File: src/hdl/rmq_pkg.sv
// shared constants for the rotation matrix to quaternion pipeline
// no dependencies
package rmq_pkg;

    localparam int DATA_WIDTH_DEF = 16;
    localparam int FRAC_BITS_DEF  = 14;

    // extra bits so the branch vector never overflows
    localparam int V_EXTRA   = 3;
    localparam int LANES     = 4;
    // the largest normalised magnitude sits in [2^30, 2^31)
    localparam int NORM_MSB  = 30;
    localparam int NORM_BITS = 31;
    localparam int SQ_BITS   = 2 * NORM_BITS;
    localparam int SUM_BITS  = 64;
    localparam int ROOT_BITS = 32;
    localparam int ROOT_REM  = ROOT_BITS + 3;
    localparam int SQRT_PER_STG = 2;
    localparam int SQRT_STG  = ROOT_BITS / SQRT_PER_STG;
    localparam int DIV_PER_STG  = 2;

endpackage

File: src/hdl/rmq_select.sv
// branch selection on trace against largest diagonal, builds the scaled vector
// depends on rmq_pkg
module rmq_select
    import rmq_pkg::*;
#(
    parameter int DATA_WIDTH = DATA_WIDTH_DEF,
    parameter int FRAC_BITS  = FRAC_BITS_DEF
)
(
    input  logic signed [DATA_WIDTH-1:0]          col0_x,
    input  logic signed [DATA_WIDTH-1:0]          col0_y,
    input  logic signed [DATA_WIDTH-1:0]          col0_z,
    input  logic signed [DATA_WIDTH-1:0]          col1_x,
    input  logic signed [DATA_WIDTH-1:0]          col1_y,
    input  logic signed [DATA_WIDTH-1:0]          col1_z,
    input  logic signed [DATA_WIDTH-1:0]          col2_x,
    input  logic signed [DATA_WIDTH-1:0]          col2_y,
    input  logic signed [DATA_WIDTH-1:0]          col2_z,
    output logic signed [DATA_WIDTH+V_EXTRA-1:0]  v_w,
    output logic signed [DATA_WIDTH+V_EXTRA-1:0]  v_x,
    output logic signed [DATA_WIDTH+V_EXTRA-1:0]  v_y,
    output logic signed [DATA_WIDTH+V_EXTRA-1:0]  v_z,
    output logic                                  bad
);

    localparam int VW = DATA_WIDTH + V_EXTRA;
    localparam logic signed [VW-1:0] ONE = VW'(64'd1 << FRAC_BITS);

    logic signed [VW-1:0] m0, m1, m2, m3, m4, m5, m6, m7, m8;
    logic signed [VW-1:0] t, r;

    assign m0 = VW'(col0_x);
    assign m1 = VW'(col0_y);
    assign m2 = VW'(col0_z);
    assign m3 = VW'(col1_x);
    assign m4 = VW'(col1_y);
    assign m5 = VW'(col1_z);
    assign m6 = VW'(col2_x);
    assign m7 = VW'(col2_y);
    assign m8 = VW'(col2_z);
    assign t  = m0 + m4 + m8;

    always_comb
    begin
        if (!t[VW-1] && (t != '0))
        begin
            r   = ONE + t;
            v_w = r;
            v_x = m5 - m7;
            v_y = m6 - m2;
            v_z = m1 - m3;
        end
        else if ((m0 > m4) && (m0 > m8))
        begin
            r   = ONE + m0 - m4 - m8;
            v_w = m5 - m7;
            v_x = r;
            v_y = m1 + m3;
            v_z = m6 + m2;
        end
        else if (m4 > m8)
        begin
            r   = ONE - m0 + m4 - m8;
            v_w = m6 - m2;
            v_x = m1 + m3;
            v_y = r;
            v_z = m5 + m7;
        end
        else
        begin
            r   = ONE - m0 - m4 + m8;
            v_w = m1 - m3;
            v_x = m6 + m2;
            v_y = m5 + m7;
            v_z = r;
        end
    end

    assign bad = r[VW-1] || (r == '0);

endmodule

File: config.mk
export PLATFORM = sky130hd
export DESIGN_NAME = rmq_select
export DESIGN_NICKNAME = d
export VERILOG_FILES = /design/src/hdl/rmq_pkg.sv /design/src/hdl/rmq_select.sv
export SDC_FILE = /design/constraint.sdc
export NUM_CORES = 1
export LEC_CHECK = 0
export BUFFER_PORTS_ARGS = -buffer_cell sky130_fd_sc_hd__clkbuf_2
export CAP_MARGIN = 15
export CORE_MARGIN = 4
export CORE_UTILIZATION = 45
export DETAILED_ROUTE_END_ITERATION = 12
export PLACE_DENSITY = 0.76
export RECOVER_POWER = 50
export SYNTH_ARGS = -nofsm -noshare
export SYNTH_HDL_FRONTEND = slang
export SYNTH_SLANG_ARGS = --single-unit
File: constraint.sdc
create_clock -name vclk -period 5.9
set_clock_uncertainty 0.2 [all_clocks]
set_input_delay 0.59 -clock vclk [all_inputs]
set_output_delay 0.59 -clock vclk [all_outputs]
set_load 0.005 [all_outputs]
==> results of run 1 <==
==> worst max-delay path, delay by kind of cell <==
kind,cells,cell delay (ps)
buf+inv,6,1250
fa+ha+maj,3,1230
simple gates,4,1150
compound gates,2,560
xor+xnor,1,230
==> layout by cell type, fill, tap and decap left out, types with 6 or more instances in the layout <==
| cell | n |
|---|---|
| nor2_1 | 169 |
| nor2b_1 | 27 |
| nor4_2 | 6 |
| nor4_1 | 9 |
| inv_1 | 190 |
| nand2_1 | 111 |
| clkbuf_2 | 218 |
| mux2i_1 | 43 |
| ha_1 | 245 |
| nand2b_1 | 24 |
| o21bai_1 | 14 |
| a21o_1 | 25 |
| o41ai_1 | 7 |
| or3_1 | 15 |
| and3_1 | 16 |
| a21boi_0 | 6 |
| and2_1 | 8 |
| o31ai_1 | 9 |
| nand3_1 | 30 |
| a211o_1 | 8 |
| o211ai_1 | 23 |
| o21ai_1 | 12 |
| o21ai_0 | 112 |
| xnor2_1 | 102 |
| a31oi_1 | 19 |
| a221oi_1 | 6 |
| buf_4 | 51 |
| o21a_1 | 22 |
| nor3b_1 | 8 |
| a21oi_1 | 136 |
| fa_1 | 74 |
| or4_1 | 9 |
| a211oi_1 | 38 |
| nand4_1 | 9 |
| xor2_1 | 35 |
| nor3_1 | 43 |
==> power groups by stage <==
stage / clock, mW / combinational, mW / sequential (mW)
6_report: 0 / 3.26 / 0
5_1_grt: 0 / 3.54 / 0
4_1_cts: 0 / 3.15 / 0
3_5_place_dp: 0 / 3.12 / 0
3_3_place_gp: 0 / 3.09 / 0
2_1_floorplan: 0 / 1.98 / 0
==> worst paths after layout <==
path	from	endpoint	slack (ps)	cells after the start
setup / recovery	col0_x[1]	v_y[8]	90	16
hold / removal	col2_y[1]	v_x[1]	1480	4
==> kinds of logic (layout without fill, tap and decap cells) <==
family | count (synthesis) | in the layout | synth area share [%]
xor+xnor | 140 | 140 | 9.38
mux | 48 | 48 | 3.71
simple gates | 508 | 508 | 18.7
fa+ha+maj | 321 | 321 | 35.0
compound gates | 506 | 507 | 25.3
buf+inv | 263 | 470 | 7.95
==> final cells by class <==
type	count	area share (%)
Timing Repair Buffer	280	10.5
Inverter	190	4.77
Multi-Input combinational cell	1524	81.5
Tap cell	384	3.21
==> metrics by stage <==
step,instance area (sq um),utilization [%]
floorplan,13100,-
global placement,14800,51.6
detailed placement,14800,51.6
CTS,14800,51.6
global route,15000,52.1
finish,15000,52.1
==> Yosys cell counts (35+ instances only) <==
| master | n |
|---|---|
| a211oi_1 | 41 |
| a21oi_1 | 138 |
| clkbuf_1 | 39 |
| fa_1 | 74 |
| ha_1 | 247 |
| inv_1 | 190 |
| mux2i_1 | 44 |
| nand2_1 | 112 |
| nor2_1 | 170 |
| nor3_1 | 44 |
| o21ai_0 | 113 |
| xnor2_1 | 105 |
| xor2_1 | 35 |
==> layer usage <==
metal	track usage (%)	wire length, um
met1	39.1	20700
met2	44.1	20100
met3	1.82	3160
met4	6.14	1380
met5	0	0
==> repair_timing <==
item,in CTS,in global routing
hold buffers,0,0
setup buffers,0,1
endpoints found under the setup margin,1,74
gates resized for setup,1,23
pin swaps,0,4
cloned,0,3
==> results.yml, run 1 <==
die:
  io_pins: 221
  rows: 62
  core_area_sq_um: 28700
  die_w_um: 178
  die_h_um: 178
  die_area_sq_um: 31800
  start_util_pct: 45.5
placed_design:
  portBuffers: 221
  post-place-ws_ps: 22.0
  dp_cells: 2374
  gp_congestion: 0.946
  dpl.hpwl_mm: 39.0
setup_path:
  crit_slowest_cell: "fa_1"
  arrival_ps: 5020
  critPathLaunchType: "input pin"
  worstSetupPathType: "input pin to output port"
  critPathCaptureType: "output port"
  path_max_fanout: 15
  crit_chain: "clkbuf_2, fa_1, ha_1, fa_1, xor2_1, or4_1, or3_1, nor4_2, buf_4, nand4b_1, clkbuf_1, o41ai_4, buf_4, buf_2, o21ai_0, clkbuf_2"
  cp.required_ps: 5110
  max_stage_delay_ps: 510
power_and_ir_drop:
  power_frac_clock_pct: 0
  combPwrFrac_pct: 100.0
  p_sw_mw: 1.94
  p_per_area_nw_per_um2: 218
  swShare_pct: 59.7
  leakage_nw: 7.29
  seqPwrFrac_pct: 0
  internal_power_mw: 1.31
  p_total_mw: 3.26
  peakVddDrop_mv: 0.0985
timing:
  drv_slew: 0
  tightestPinTransition_ps: 738
  fmax_mhz: 172
  layout_min_cycle_time_ps: 5810
  setup_viol: 0
  hold_viol: 0
  slew_headroom_pct: 49.5
  final.period_utilization_pct: 98.5
  hold_ws_ps: 1480
  finalSetupTns_ps: 0
  layout_setup_ws_ps: 86.8
status:
  outcome: "finished clean"
grt:
  grt_pass1_vias: 13400
  grt_max_degree: 52
  antenna_found_initial: 0
  grt-ovfl-total: 0
  grtUsageTotal_pct: 27.0
  grt_first_pass_wirelength_mm: 69.4
logic_synthesis:
  syn_nets: 2251
  synth_area_sq_um: 13100
  synth_cell_types: 79
  synth_warnings: 0
  avgSynthCellArea_sq_um: 7.32
  synth_seq_area_share_pct: 0
  synth_top_area_share_pct: 23.6
  synthTopCellsByArea: "ha_1, fa_1, xnor2_1"
  synth_top_cell_by_area: "ha_1"
  synth_cells: 1786
final_layout:
  fillers: 2858
  syn_to_final_growth_pct: 14.4
  nClkBuffers: 0
  n_antenna_cell: 0
  layout-drive-gt1-share_pct: 16.2
  register_area_sq_um: 0
  nNetsFinal: 2461
  multiInputGateArea_sq_um: 12200
  fin_cells: 2378
  flops_and_latches: 0
route:
  totalWireLength_mm: 45.3
  ant_nets: 0
  drt-wirelength-per-cell_um: 19.1
  drtIter0Drc: 1098
  drc: 0
  vias: 13800
  dr.pass1.iters: 5
  via_per_inst: 5.79
min_path:
  hp-class: "input pin to output port"
job:
  drv_cap: 0
Note: power is estimated with default switching activity, not from simulation.
==> run 2: changes to the inputs <==
--- a/config.mk
+++ b/config.mk
@@ -7,10 +7,11 @@
 export LEC_CHECK = 0
 export BUFFER_PORTS_ARGS = -buffer_cell sky130_fd_sc_hd__clkbuf_2
 export CAP_MARGIN = 15
+export CORE_ASPECT_RATIO = 1.1
 export CORE_MARGIN = 4
-export CORE_UTILIZATION = 45
+export CORE_UTILIZATION = 60
 export DETAILED_ROUTE_END_ITERATION = 12
-export PLACE_DENSITY = 0.76
+export PLACE_DENSITY = 0.94
 export RECOVER_POWER = 50
 export SYNTH_ARGS = -nofsm -noshare
 export SYNTH_HDL_FRONTEND = slang
==> run 2 against run 1 <==
Net effect: critical path depth increased by 2; sequential share of layout area unchanged; design area decreased by 2.2%; wire length decreased by 3.5%; critical endpoint is now bad; largest power group unchanged; highest routed layer unchanged.
==> results.yml, run 2 (synthesis gave the netlist of run 1 again) <==
placed_design:
  dpl.hpwl_mm: 37.3
  portBuffers: 221
  place_area_sq_um: 14500
  dp_cells: 2258
  gp_congestion: 1.00
grt:
  grtUsageTotal_pct: 34.6
  grt_max_degree: 52
  antenna_found_initial: 0
  grt_pass1_vias: 13700
  grt_first_pass_wirelength_mm: 68.8
  grt-ovfl-total: 0
route:
  via_per_inst: 6.20
  drc: 0
  drt-wirelength-per-cell_um: 19.4
  ant_nets: 0
  dr.pass1.iters: 5
  vias: 14000
  drtIter0Drc: 1376
  totalWireLength_mm: 43.7
setup_path:
  cp.required_ps: 5110
  max_stage_delay_ps: 510
  path_max_fanout: 6
  critPathLaunchType: "input pin"
  crit_top_cell: "clkbuf_2"
  worstSetupPathType: "input pin to output port"
  critPathCaptureType: "output port"
  arrival_ps: 5040
  crit_slowest_cell: "fa_1"
  crit_chain: "clkbuf_2, nor4_2, buf_4, nand2_1, xnor2_1, fa_1, ha_1, a2111o_1, a31oi_1, o211ai_1, and3_1, o31a_1, or4b_1, a21oi_2, o311ai_0, o31ai_1, a41o_1, clkbuf_2"
power_and_ir_drop:
  leakage_nw: 7.14
  peakVddDrop_mv: 0.0997
  p_per_area_nw_per_um2: 214
timing:
  fmax_mhz: 172
  finalSetupTns_ps: 0
  final.period_utilization_pct: 98.8
  hold_viol: 0
  tightestPinTransition_ps: 1050
  slew_headroom_pct: 28.0
  layout_min_cycle_time_ps: 5830
  drv_slew: 0
  setup_viol: 0
status:
  outcome: "finished clean"
final_layout:
  nNetsFinal: 2437
  layout-drive-gt1-share_pct: 14.3
  flops_and_latches: 0
  syn_to_final_growth_pct: 11.8
  n_antenna_cell: 0
  fin_cells: 2260
  nClkBuffers: 0
  fillers: 1867
  fin_area_sq_um: 14600
  register_area_sq_um: 0
  mostFrequentLayoutCells: "ha_1, clkbuf_2, inv_1"
  multiInputGateArea_sq_um: 12200
  final_common_cell: "ha_1"
die:
  start_util_pct: 61.2
  die_h_um: 163
  io_pins: 221
  die_w_um: 149
  core_area_sq_um: 21400
  die_area_sq_um: 24200
  rows: 56
min_path:
  hold_end: "v_x[0]"
  worstHoldStart: "col2_y[0]"
  min_path_cells: 4
  hp-class: "input pin to output port"
cts:
  hold_buffers: 0
job:
  drv_cap: 0
==> run 2: worst max path at each step <==
stage / from / end / slack (ps) / depth (start not counted)
floorplan: col0_x[5] / bad / 530 / 17
global route: col0_x[0] / bad / -20 / 18
detailed placement: col0_x[3] / bad / 60 / 18
finish: col0_x[5] / bad / 70 / 18
CTS: col0_x[3] / bad / 20 / 18
global placement: col0_x[1] / v_x[8] / 160 / 17
==> run 2: per-layer routing <==
metal / vias up / GRT usage (%) / wire (um)
li1: 6641 / - / -
met4: 0 / 12.1 / 1990
met2: 702 / 57.9 / 20100
met5: - / 0 / 0
met3: 129 / 2.25 / 3230
met1: 6536 / 47.3 / 18400
==> run 2: report_power, final <==
group	internal, mW	switching (mW)	total, mW
combinational	1.24	1.89	3.13
sequential	0	0	0
clock	0	0	0
==> run 2: what timing repair did <==
action | in CTS | in global routing
setup endpoints to repair | 0 | 55
gates resized for setup | 0 | 21
buffers inserted | 0 | 1
==> run 2: critical path: cells and delay by family <==
kind	cells	cell delay, ps
xor+xnor	1	290
compound gates	8	1810
simple gates	4	1120
fa+ha+maj	2	780
buf+inv	3	430
==> run 2: through the flow <==
stage | hold WS (ps) | utilization (%) | power, mW | worst slack [ps]
finish | 1480 | 68.4 | 3.13 | 72.0
global route | 1510 | 68.4 | 3.38 | -21.4
CTS | 1470 | 67.9 | 3.01 | 21.2
detailed placement | 1470 | 67.9 | 2.99 | 63.9
global placement | 1450 | 67.9 | 2.95 | 162
floorplan | 1200 | - | 1.98 | 528
==> run 2: cell type report <==
class | instances | area share, %
inverter | 190 | 4.88
timing repair buffer | 257 | 9.49
multi-input combinational | 1523 | 83.1
tap | 290 | 2.48
